===== src/design/m4ct_pkg.sv =====
package m4ct_pkg;

	// fixed-point format of every matrix element and vector component
	localparam int FRAC_BITS = 16;
	localparam int DATA_W    = 32;
	localparam int PROD_W    = 2 * DATA_W;
	// four exact products summed need two guard bits
	localparam int ACC_W     = PROD_W + 2;
	localparam int DIM       = 4;
	localparam int IDX_W     = $clog2(DIM);

	localparam logic [DATA_W-1:0] ONE_FX = DATA_W'(1) << FRAC_BITS;

	// command codes
	localparam logic [2:0] CMD_WR_CUR  = 3'd0;
	localparam logic [2:0] CMD_WR_OP   = 3'd1;
	localparam logic [2:0] CMD_IDENT   = 3'd2;
	localparam logic [2:0] CMD_COMPOSE = 3'd3;
	localparam logic [2:0] CMD_XFORM   = 3'd4;

	// controller -> datapath
	typedef struct packed {
		logic             wr_cur;    // write one element of current matrix
		logic             wr_op;     // write one element of operand matrix
		logic             ident;     // reload current matrix with identity
		logic             start;     // latch vector of a new transaction
		logic             src_vec;   // multiplier B side: vector, else operand column
		logic             mul_en;    // issue products for term k
		logic [IDX_W-1:0] k;         // term index
		logic             acc_en;    // accumulate registered products
		logic             acc_first; // first term: load instead of add
		logic             fin_en;    // round, saturate and store the four sums
		logic [IDX_W-1:0] col;       // result column during compose
		logic             commit;    // copy composed matrix into current
	} m4ct_ctl_t;

	// datapath -> controller
	typedef struct packed {
		logic out_free;              // output register can take a result now
	} m4ct_stat_t;

endpackage


===== src/design/m4ct_ctrl.sv =====
module m4ct_ctrl (
	input  logic                 clk,
	input  logic                 arst_n,
	input  logic                 in_valid,
	output logic                 in_ready,
	input  logic [2:0]           cmd,
	input  m4ct_pkg::m4ct_stat_t stat,
	output m4ct_pkg::m4ct_ctl_t  ctl
);

	localparam logic [1:0] ST_IDLE   = 2'd0;
	localparam logic [1:0] ST_RUN    = 2'd1;
	localparam logic [1:0] ST_COMMIT = 2'd2;

	// step 0..3 multiply, 1..4 accumulate, STEP_FIN round and store
	localparam logic [2:0] STEP_LAST_MUL = 3'd3;
	localparam logic [2:0] STEP_LAST_ACC = 3'd4;
	localparam logic [2:0] STEP_FIN      = 3'd5;

	logic [1:0]                     state_q;
	logic [2:0]                     step_q;
	logic [m4ct_pkg::IDX_W-1:0]     col_q;
	logic                           xf_q;
	logic                           accept;

	assign in_ready = (state_q == ST_IDLE);
	assign accept   = in_valid && in_ready;

	always_comb begin
		ctl           = '0;
		ctl.k         = step_q[m4ct_pkg::IDX_W-1:0];
		ctl.col       = col_q;
		ctl.src_vec   = xf_q;
		unique case (state_q)
			ST_IDLE: begin
				if (accept) begin
					unique case (cmd)
						m4ct_pkg::CMD_WR_CUR:  ctl.wr_cur = 1'b1;
						m4ct_pkg::CMD_WR_OP:   ctl.wr_op  = 1'b1;
						m4ct_pkg::CMD_IDENT:   ctl.ident  = 1'b1;
						m4ct_pkg::CMD_XFORM:   ctl.start  = 1'b1;
						default: ;
					endcase
				end
			end
			ST_RUN: begin
				ctl.mul_en    = (step_q <= STEP_LAST_MUL);
				ctl.acc_en    = (step_q != 3'd0) && (step_q <= STEP_LAST_ACC);
				ctl.acc_first = (step_q == 3'd1);
				ctl.fin_en    = (step_q == STEP_FIN) && (!xf_q || stat.out_free);
			end
			ST_COMMIT: ctl.commit = 1'b1;
			default: ;
		endcase
	end

	always_ff @(posedge clk or negedge arst_n) begin
		if (!arst_n) begin
			state_q <= ST_IDLE;
			step_q  <= '0;
			col_q   <= '0;
			xf_q    <= 1'b0;
		end else begin
			unique case (state_q)
				ST_IDLE: begin
					step_q <= '0;
					col_q  <= '0;
					if (accept && (cmd == m4ct_pkg::CMD_COMPOSE || cmd == m4ct_pkg::CMD_XFORM)) begin
						state_q <= ST_RUN;
						xf_q    <= (cmd == m4ct_pkg::CMD_XFORM);
					end
				end
				ST_RUN: begin
					if (step_q != STEP_FIN) begin
						step_q <= step_q + 3'd1;
					end else if (ctl.fin_en) begin
						step_q <= '0;
						if (xf_q) begin
							state_q <= ST_IDLE;
						end else if (col_q == m4ct_pkg::IDX_W'(m4ct_pkg::DIM - 1)) begin
							state_q <= ST_COMMIT;
						end else begin
							col_q <= col_q + 1'b1;
						end
					end
				end
				ST_COMMIT: state_q <= ST_IDLE;
				default:   state_q <= ST_IDLE;
			endcase
		end
	end

endmodule


===== config.mk =====
export PLATFORM = sky130hd
export DESIGN_NAME = m4ct_ctrl
export DESIGN_NICKNAME = d
export VERILOG_FILES = /design/src/design/m4ct_pkg.sv /design/src/design/m4ct_ctrl.sv
export SDC_FILE = /design/constraint.sdc
export NUM_CORES = 1
export LEC_CHECK = 0
export BUFFER_PORTS_ARGS = -buffer_cell sky130_fd_sc_hd__buf_2
export CAP_MARGIN = 20
export CORE_AREA = 2 2 39 41
export CTS_CLUSTER_DIAMETER = 60
export DETAILED_ROUTE_END_ITERATION = 8
export DIE_AREA = 0 0 41 43
export PLACE_DENSITY = 0.73
export SLEW_MARGIN = 10
export SYNTH_ARGS = -nofsm -noshare
export SYNTH_HDL_FRONTEND = slang
export SYNTH_SLANG_ARGS = --single-unit

===== constraint.sdc =====
create_clock -name clk -period 4.6 [get_ports clk]
set_input_delay 0.46 -clock clk [delete_from_list [all_inputs] [get_ports clk]]
set_output_delay 0.46 -clock clk [all_outputs]
set_load 0.03 [all_outputs]

# Word-level counts from Yosys, hierarchy flattened
# Index checks and enable logic that the tools add are counted.
classes:
  addsub: 2
  magnitude_cmp: 2
  n_eq_ne: 17
  mux: 23
  n_reduce_logical: 15
op_table:
  columns: ["op", "count"]
  rows:
  - ["$mux W2", 9]
  - ["$mux W3", 3]
  - ["$ne A3 B3 Y1 const B", 3]
  - ["$mux W4", 2]
  - ["$ne A2 B2 Y1 const B", 4]
  - ["$pmux W2 S2", 2]
  - ["$eq A3 B1 Y1 const B", 2]
  - ["$eq A3 B2 Y1 const B", 2]
  - ["$eq A3 B3 Y1 const B", 2]
  - ["$mux W1", 6]
  - ["$pmux W3 S2", 1]
  - ["$reduce_and A5 Y1", 1]
  - ["$eq A2 B2 Y1 const B", 2]
  - ["$logic_and A1 B1 Y1", 4]
  - ["$reduce_and A2 Y1", 2]
  - ["$reduce_and A4 Y1", 1]
  - ["$add A3 B1 Y3 const B", 1]
  - ["$le A3 B2 Y1 const B", 1]
  - ["$le A3 B3 Y1 const B", 1]
  - ["$logic_not A3 Y1", 1]
  - ["$reduce_bool A3 Y1", 1]
  - ["$add A2 B1 Y2 const B", 1]
  - ["$eq A2 B1 Y1 const B", 1]
  - ["$logic_not A2 Y1", 1]
  - ["4 further kinds", 5]
word_totals:
  regBits: 8
  in_bits: 7
  elab_cells: 63

# Logic depth before layout (Yosys ltp)
# Gate-level depths: netlist of the first run.
logic_depth:
  depth_word: 7
  ltp_mapped: 5

# Least setup slack after synthesis of the first run
# No wires, ideal clock.
synth_timing:
  path_type: "reg2out"
  startpoint: "register state_q[0]"
  endpoint: "output port ctl[12] (netlist name)"
  arrival_ns: 2.176
  required_time_ns: 4.140
  setup_slack_ns: 1.964
  stages_incl_launch_ff: 4
  n_path_buf: 0
  path_cell_list: "dfrtp_1 > nor2_1 > nand2_1 > nor4b_1"
synth_lines:
  columns: ["element", "line", "rtl"]
  rows:
  - ["start, declared", "m4ct_ctrl.sv:20", "logic [1:0] state_q;"]
  - ["start signal, assigned", "m4ct_ctrl.sv:59", "state_q <= ST_IDLE;"]
  - ["start signal, assigned", "m4ct_ctrl.sv:69", "state_q <= ST_RUN;"]
  - ["start signal, assigned", "m4ct_ctrl.sv:79", "state_q <= ST_IDLE;"]
  - ["end, declared", "m4ct_ctrl.sv:8", "output m4ct_pkg::m4ct_ctl_t ctl"]

==> results.md, run 1 <==
* Clk buf depth at 2
* Primary FF master, synth: dfrtp_1
* Postcts setup bufs at 0
* Flops & latches, synth at 8
* Commonest non-fill, non-tap cell in the layout: buf_2
* CP Data Arrival Time at 1.60 ns
* Share of flip-flops with an asynchronous set or reset at 1.000
* Die area at 1763 sq um
* RD Place Congestion at 0.7774
* Min Tclk post-route at 2.059 ns
* Commonest non-fill, non-tap cells in the layout: buf_2 (21), nor2_1 (10), dfrtp_1 (8)
* Vias in the first global route at 491
* Pwr Total at 435.9 uW
* First-pass GRT wire length at 1.952 mm
* Clock latency at the later pin of the worst-skew pair at 0.25 ns
* # setup viols final at 0
* Wire per inst at 12.32 microns
* Max transition margin at 0.7363
* Drt pass-1 iters at 3
* Status: finished clean
* PortBufs at 21
* Total gr overflow at 0
* CTS buffer count at 3
* Met2 Track Usage GR at 0.2594
* CTS clk-pin slew, worst paths at 0.06 ns
* GRT Max-Usage Layer: met2
* Lkg Pwr at 0.0003565 uW
* Maximum fanout along the worst path at 8
* Drt total wl at 1.232 mm
* Post-synth cell types at 31
* FP Rows at 14
* Clock Sinks at 8
* # Max-Cap Violations at 0
* Setup_tns at 0 ns
* Power per cell area at 641.6 nW/um^2
* Dpl hpwl at 962 microns
* CP max stage cell: dfrtp_1
* CP Data Required Time at 4.14 ns
* Maximum vdd drop at 0.1904 mV
* Routed Antenna Nets at 0
* Clock skew at 0.001041 ns
* Area Growth Syn to Fin at 16.27%
* Die width at 41 microns
* Fmax at 485.6 MHz
* Synth warn at 0
* Gr usage total at 0.1695
* IO Pins at 22
* CTS resizes at 0
* # fillers at 150
* Tcrit/Tclk final at 0.4477
* EDFF count, synth at 0
* CTS root buffer: clkbuf_4
* Mapped Nets at 76
* DRT iter0 DRCs at 3
* Worst Max-Slew Pin Slew at 0.3946 ns
* Hold Path Class: primary input to asynchronous set/reset pin
* Seq/Total Area, Yosys at 0.3426
* Unrepaired setup endpoints after global routing: no
* Largest net degree at the start of global routing at 11
* Die Height at 43 microns
* Final Hold Viols at 0
* Core area at 1384 sq um
* Crit Path Class: flop to primary output
* Remaining DRCs at 0
* Mean area per synthesized cell at 8.721 sq um
* Crit end category: primary output
* Synthesized area at 584.3 sq um
* CTS tree: built
* Slew Viols, Final at 0
* Startpoint Class: flop
* Initial antenna violation count at 0
* H-Tree Depth at 1
* Met3 GRT Util at 0.04712
* Routed vias/inst at 5.370
* DR vias at 537
* Fin util at 0.4910
* # diodes at 0
* Grt met1 use at 0.1993
* CTS Hold Buffers Added at 0
* Nets at 95
* Worst path max stage delay at 0.48 ns
* Critical path, cell by cell: nor3b_1 > nand2_1 > nor3_1 > buf_2
* Layout cells sized above 1 at 0.3095
* Post-synthesis cell count at 67
* Starting density of the core at 0.4222
cell type report:
type | count | area (sq um) | share of cell area
tap | 16 | 20.02 | 0.02947
timing repair buffer | 21 | 105.1 | 0.1547
multi-input combinational | 50 | 324.1 | 0.4770
sequential | 8 | 200.2 | 0.2947
clock buffer | 3 | 22.52 | 0.03315
inverter | 2 | 7.507 | 0.01105
logic make-up (layout without fill, tap and decap cells):
family / after synthesis / after routing / share of synthesized area
compound gates: 12 / 12 / 0.1264
xor+xnor: 1 / 1 / 0.01499
fa+ha+maj: 2 / 2 / 0.04282
buf+inv: 9 / 26 / 0.1028
flops: 8 / 8 / 0.3426
mux: 2 / 2 / 0.03426
simple gates: 33 / 33 / 0.3362
sequential cells by signal, summed over array words and instances, names as in the netlist:
| signal | count |
|---|---|
| xf_q | 1 |
| step_q | 3 |
| col_q | 2 |
| state_q | 2 |
stage by stage:
step / std cells / cell area [sq um] / setup slack (ns) / hold WS, ns
after floorplan: 67 / 584.3 / 1.964 / 0.1644
after global placement: 97 / 656.9 / 2.847 / 0.3070
after detailed placement: 97 / 656.9 / 2.804 / 0.3118
after CTS: 100 / 679.4 / 2.541 / 0.03980
after global routing: 100 / 679.4 / 2.415 / 0.03688
final: 100 / 679.4 / 2.541 / 0.03352
report_power, final:
group / switching [uW] / internal [uW] / total, uW
clock network: 25.2 / 30.0 / 55.2
registers: 41.3 / 93.1 / 134
logic: 159 / 87.3 / 246
total: 226 / 210 / 436
routing by layer:
layer | up-vias | part of all wire | routed length (microns)
met5 | - | 0 | 0
met4 | 0 | 0.022 | 27
met3 | 5 | 0.059 | 73
met2 | 20 | 0.49 | 606
met1 | 242 | 0.43 | 524
li1 | 270 | - | -
cells in the mapped netlist (2+ instances only):
cell type  count  area share
inv_1          2       0.013
mux2i_1        2       0.034
buf_4          3       0.039
nand2_1        5       0.032
buf_6          2       0.039
ha_1           2       0.043
o21ai_0        2       0.017
nor2b_1        2       0.021
nor2_1        10       0.064
dfrtp_1        8        0.34
nor4b_1        2       0.030
clkbuf_1       2       0.013
and3b_1        2       0.030
a21oi_1        5       0.043
nand2b_1       2       0.021
worst paths after layout:
path                                   startpoint                     to  slack (ns)  cells after the start
max                        state_q[0]$_DFFE_PN0P_                ctl[11]        2.54                      4
min                                        arst_n  step_q[0]$_DFFE_PN0P_        0.03                      1
max reg2reg                state_q[1]$_DFFE_PN0P_   col_q[1]$_DFFE_PN0P_        3.14                      3
min reg2reg                  col_q[0]$_DFFE_PN0P_   col_q[0]$_DFFE_PN0P_        0.50                      1
max in group asynchronous                  arst_n       xf_q$_DFFE_PN0P_        4.40                      1
min in group clk             col_q[0]$_DFFE_PN0P_   col_q[0]$_DFFE_PN0P_        0.50                      1
worst max-delay path, delay by kind of cell (launching register included):
| family | cells | cell delay (ns) |
|---|---|---|
| simple gates | 3 | 0.64 |
| buf+inv | 1 | 0.22 |
| flops | 1 | 0.48 |
(Power assumes the default switching activity.)
==> inputs of run 2 (changes only) <==
==> constraint.sdc (replaced) <==
create_clock -name clk -period 2.1 [get_ports clk]
set_input_delay 0.21 -clock clk [delete_from_list [all_inputs] [get_ports clk]]
set_output_delay 0.21 -clock clk [all_outputs]
set_load 0.03 [all_outputs]
==> results.md, run 2 (same netlist as run 1, synthesis figures left out) <==
* Hold Path Class: primary input to flop
* Power per cell area at 1368 nW/um^2
* Clock latency at the later pin of the worst-skew pair at 0.26 ns
* Register-to-Register Setup Slack at 0.61 ns
* CTS buffer count at 3
* PortBufs at 21
* Lkg Pwr at 0.0003621 uW
* Dpl hpwl at 993 microns
* Worst-case reg-to-reg path depth at 3
* Remaining DRCs at 0
* Gr usage total at 0.1867
* Die width at 41 microns
* Area Growth Syn to Fin at 20.13%
* Die Height at 43 microns
* Crit end category: primary output
* Maximum vdd drop at 0.4289 mV
* Initial antenna violation count at 0
* Flop pwr share at 0.308
* Layout cells sized above 1 at 0.3294
* Unrepaired setup endpoints after global routing: no
* H-Tree Depth at 1
* Final Hold Viols at 0
* Worst Max-Slew Pin Slew at 0.4146 ns
* Hold Path Depth at 3
* CTS root buffer: clkbuf_4
* Commonest non-fill, non-tap cells in the layout: buf_2 (21), nor2_1 (10), dfrtp_1 (8)
* Clock skew at 0.006750 ns
* CP endpoint: ctl[11]
* Max transition margin at 0.7230
* Clock Sinks at 8
* Number of flip-flops under the largest register name at 3
* Total gr overflow at 0
* # setup viols final at 0
* CP max stage cell: dfrtp_1
* Fmax at 545.2 MHz
* # diodes at 0
* Min Tclk post-route at 1.834 ns
* Starting density of the core at 0.4222
* Switch share at 0.5183
* Commonest non-fill, non-tap cell in the layout: buf_2
* Status: finished clean
* Worst flop-to-flop path startpoint: step_q[0]$_DFFE_PN0P_
* Largest registers: step_q x3, col_q x2, state_q x2
* CTS tree: built
* Slew Viols, Final at 0
* Vias in the first global route at 537
* Crit Path Class: flop to primary output
* Pint at 462.6 uW
* Die area at 1763 sq um
* Tcrit/Tclk final at 0.8734
* Core area at 1384 sq um
* Largest net degree at the start of global routing at 11
* Top reg by flops: step_q
* Comb pwr share at 0.564
* Clk buf depth at 2
* Clock power share at 0.128
* # Max-Cap Violations at 0
* First-pass GRT wire length at 2.194 mm
* Startpoint Class: flop
* Routed vias/inst at 5.554
* Wire per inst at 13.05 microns
* CP Data Required Time at 1.89 ns
* RD Place Congestion at 0.7653
* CTS clk-pin slew, worst paths at 0.06 ns
* Final hold slack at 0.3004 ns
* Setup_tns at 0 ns
* Switch Pwr at 497.7 uW
* DRT iter0 DRCs at 7
* Drt pass-1 iters at 4
* Drt total wl at 1.318 mm
* Worst R2R End: step_q[2]$_DFFE_PN0P_
* Critical path, cell by cell: nor3b_1 > nand2_1 > nor3_1 > buf_2
* Maximum fanout along the worst path at 8
* FP Rows at 14
* DR vias at 561
* IO Pins at 22
* Routed Antenna Nets at 0
* Nets at 96
* CP Data Arrival Time at 1.62 ns
* CP startpoint: state_q[0]$_DFFE_PN0P_
* Worst path max stage delay at 0.49 ns
run 2: cell count changes in the layout (fill, tap and decap cells not counted):
| cell | delta |
|---|---|
| dlygate4sd3_1 | +1 |
| nor4b_2 | +1 |
| nor4_1 | -1 |
| nor4b_1 | -1 |
| nor4_2 | +1 |
run 2: layout make-up:
type | instances | area [sq um]
flip-flops and latches | 8 | 200.2
multi-input cells | 50 | 336.6
fillers | 140 | 681.9
well taps | 16 | 20.02
clock buffers | 3 | 22.52
repair buffers | 22 | 115.1
inverters | 2 | 7.507
run 2: what timing repair did:
item                                   4_1_cts  5_1_grt
hold buffers                                 1        0
endpoints found under the hold margin        8        0
resized for setup                            0        0
buffers inserted                             0        0
setup endpoints to repair                    0        0
run 2: layer usage:
metal  global-route usage  up-vias  share of wire
met2               0.2938       25           0.50
met3              0.03141        4          0.058
met1               0.2190      260           0.42
met5                    0        -              0
met4               0.1200        0          0.022
li1                     -      272              -
run 2: per-stage QoR:
step	total power, uW	worst slack [ns]	std cells	util	instance area [sq um]
4_1_cts	965.6	0.2556	101	0.5072	701.9
3_3_place_gp	826.4	0.6224	97	0.4837	669.4
6_report	960.2	0.2659	101	0.5072	701.9
2_1_floorplan	770.7	0.01642	67	-	596.8
3_5_place_dp	838.3	0.5410	97	0.4837	669.4
5_1_grt	1038	0.1198	101	0.5072	701.9
run 2: how the worst min path moves through the flow:
stage | startpoint | to
2_1_floorplan | arst_n | col_q[0]$_DFFE_PN0P_
3_3_place_gp | arst_n | step_q[0]$_DFFE_PN0P_
3_5_place_dp | arst_n | step_q[2]$_DFFE_PN0P_
4_1_cts | cmd[2] | xf_q$_DFFE_PN0P_
5_1_grt | cmd[2] | xf_q$_DFFE_PN0P_
6_report | cmd[2] | xf_q$_DFFE_PN0P_
run 2: power groups by stage:
stage          Clock, uW  Sequential (uW)  Combinational (uW)
2_1_floorplan          0              295                 476
3_3_place_gp           0              295                 532
3_5_place_dp           0              297                 542
4_1_cts              125              294                 546
5_1_grt              139              306                 592
6_report             123              295                 542
run 2: critical path, delay by kind of cell, from the launching register on:
family | cells | cell delay [ns]
DFF | 1 | 0.49
buffers and inverters | 1 | 0.22
and+or+nand+nor | 3 | 0.66
==> inputs of run 3 (changes only) <==
--- a/config.mk
+++ b/config.mk
@@ -8,6 +8,7 @@
 export BUFFER_PORTS_ARGS = -buffer_cell sky130_fd_sc_hd__buf_2
 export CAP_MARGIN = 20
 export CORE_AREA = 2 2 39 41
+export CTS_BUF_LIST = sky130_fd_sc_hd__clkbuf_8
 export CTS_CLUSTER_DIAMETER = 60
 export DETAILED_ROUTE_END_ITERATION = 8
 export DIE_AREA = 0 0 41 43
==> results.md, run 3 (same netlist as run 1, synthesis figures left out) <==
* Min Tclk post-route at 1.785 ns
* Postcts setup bufs at 0
* CTS resizes at 0
* Dpl hpwl at 993 microns
* Number of flip-flops under the largest register name at 3
* # setup viols final at 0
* Vias in the first global route at 528
* GRT Max-Usage Layer: met2
* FP Rows at 14
* Fmax at 560.1 MHz
* Commonest non-fill, non-tap cells in the layout: buf_2 (21), nor2_1 (10), dfrtp_1 (8)
* CTS clk-pin slew, worst paths at 0.04 ns
* Worst-case reg-to-reg path depth at 3
* Tcrit/Tclk final at 0.8502
* CP startpoint: state_q[0]$_DFFE_PN0P_
* Fin cells at 101
* Nets at 96
* Register-to-Register Setup Slack at 0.62 ns
* Area Growth Syn to Fin at 23.34%
* Area of placed instances at 669.4 sq um
* Dpl cells at 97
* Die Height at 43 microns
* Crit end category: primary output
* Initial antenna violation count at 0
* Slew Viols, Final at 0
* DR vias at 557
* Core area at 1384 sq um
* Lkg Pwr at 0.0003698 uW
* First-pass GRT wire length at 2.194 mm
* # diodes at 0
* CP Data Required Time at 1.89 ns
* Total gr overflow at 0
* Die width at 41 microns
* Drt total wl at 1.302 mm
* Pwr Total at 1018 uW
* # Max-Cap Violations at 0
* Hold Path Class: primary input to flop
* Startpoint Class: flop
* Wire per inst at 12.89 microns
* DRT iter0 DRCs at 6
* Setup_tns at 0 ns
* Largest registers: step_q x3, col_q x2, state_q x2
* Die area at 1763 sq um
* Remaining DRCs at 0
* Fin util at 0.5208
* CP Data Arrival Time at 1.58 ns
* Grt met1 use at 0.2255
* Worst Max-Slew Pin Slew at 0.4119 ns
* Routed vias/inst at 5.515
* Commonest non-fill, non-tap cell in the layout: buf_2
* H-Tree Depth at 1
* PortBufs at 21
* Worst R2R End: step_q[2]$_DFFE_PN0P_
* Clk buf depth at 2
* Clock skew at 0.001562 ns
* CP endpoint: ctl[11]
* Clock latency at the later pin of the worst-skew pair at 0.23 ns
* Met3 GRT Util at 0.03141
* Drt pass-1 iters at 4
* CTS tree: built
* Met2 Track Usage GR at 0.2875
* Routed Antenna Nets at 0
* Max transition margin at 0.7248
* Worst flop-to-flop path startpoint: step_q[0]$_DFFE_PN0P_
* Starting density of the core at 0.4222
* Maximum vdd drop at 0.4708 mV
* CTS Hold Buffers Added at 1
* Gr usage total at 0.1867
* Layout cells sized above 1 at 0.3294
* Final Hold Viols at 0
* CTS buffer count at 3
* Crit Path Class: flop to primary output
* Maximum fanout along the worst path at 8
* Power per cell area at 1413 nW/um^2
* Status: finished clean
* Largest net degree at the start of global routing at 11
* Clock Sinks at 8
* Unrepaired setup endpoints after global routing: no
* Top reg by flops: step_q
* IO Pins at 22
* CTS root buffer: clkbuf_8
* RD Place Congestion at 0.7653
* Fin area at 720.7 sq um
run 3: cell count changes in the layout (fill, tap and decap cells not counted):
cell and change:
clkbuf_4 -3, clkbuf_8 +3
run 3: how the worst min path moves through the flow:
stage           start                    end  slack, ns  cells after the start
2_1_floorplan  arst_n   col_q[0]$_DFFE_PN0P_      -0.09                      0
3_3_place_gp   arst_n  step_q[0]$_DFFE_PN0P_       0.06                      1
3_5_place_dp   arst_n  step_q[2]$_DFFE_PN0P_       0.07                      1
4_1_cts        cmd[2]       xf_q$_DFFE_PN0P_       0.33                      3
5_1_grt        cmd[2]       xf_q$_DFFE_PN0P_       0.34                      3
6_report       cmd[2]       xf_q$_DFFE_PN0P_       0.33                      3
run 3: routing by layer:
metal / routed length [microns] / share of wire / up-vias
li1: - / - / 271
met1: 563 / 0.43 / 260
met2: 656 / 0.50 / 24
met3: 69 / 0.053 / 2
met4: 12 / 0.0092 / 0
met5: 0 / 0 / -
run 3: power breakdown:
part	switching (uW)	internal [uW]	total, uW
logic	347	193	540
registers	90.3	205	295
clock network	59.6	124	184
total	497	521	1020
run 3: critical path: stages (launching register included):
cell and delay [ns]:
dfrtp_1 0.47, nor3b_1 0.43, nand2_1 0.10, nor3_1 0.13, buf_2 0.22
run 3: final cells by class:
cell class,count,area (sq um)
inverters,2,7.507
fillers,135,663.1
repair buffers,22,115.1
multi-input cells,50,336.6
well taps,16,20.02
clock buffers,3,41.29
flip-flops and latches,8,200.2
run 3: through the flow:
step / setup WS, ns / hold slack (ns)
2_1_floorplan: 0.01642 / -0.08559
3_3_place_gp: 0.6224 / 0.06138
3_5_place_dp: 0.5410 / 0.06820
4_1_cts: 0.2932 / 0.3300
5_1_grt: 0.1652 / 0.3388
6_report: 0.3146 / 0.3312
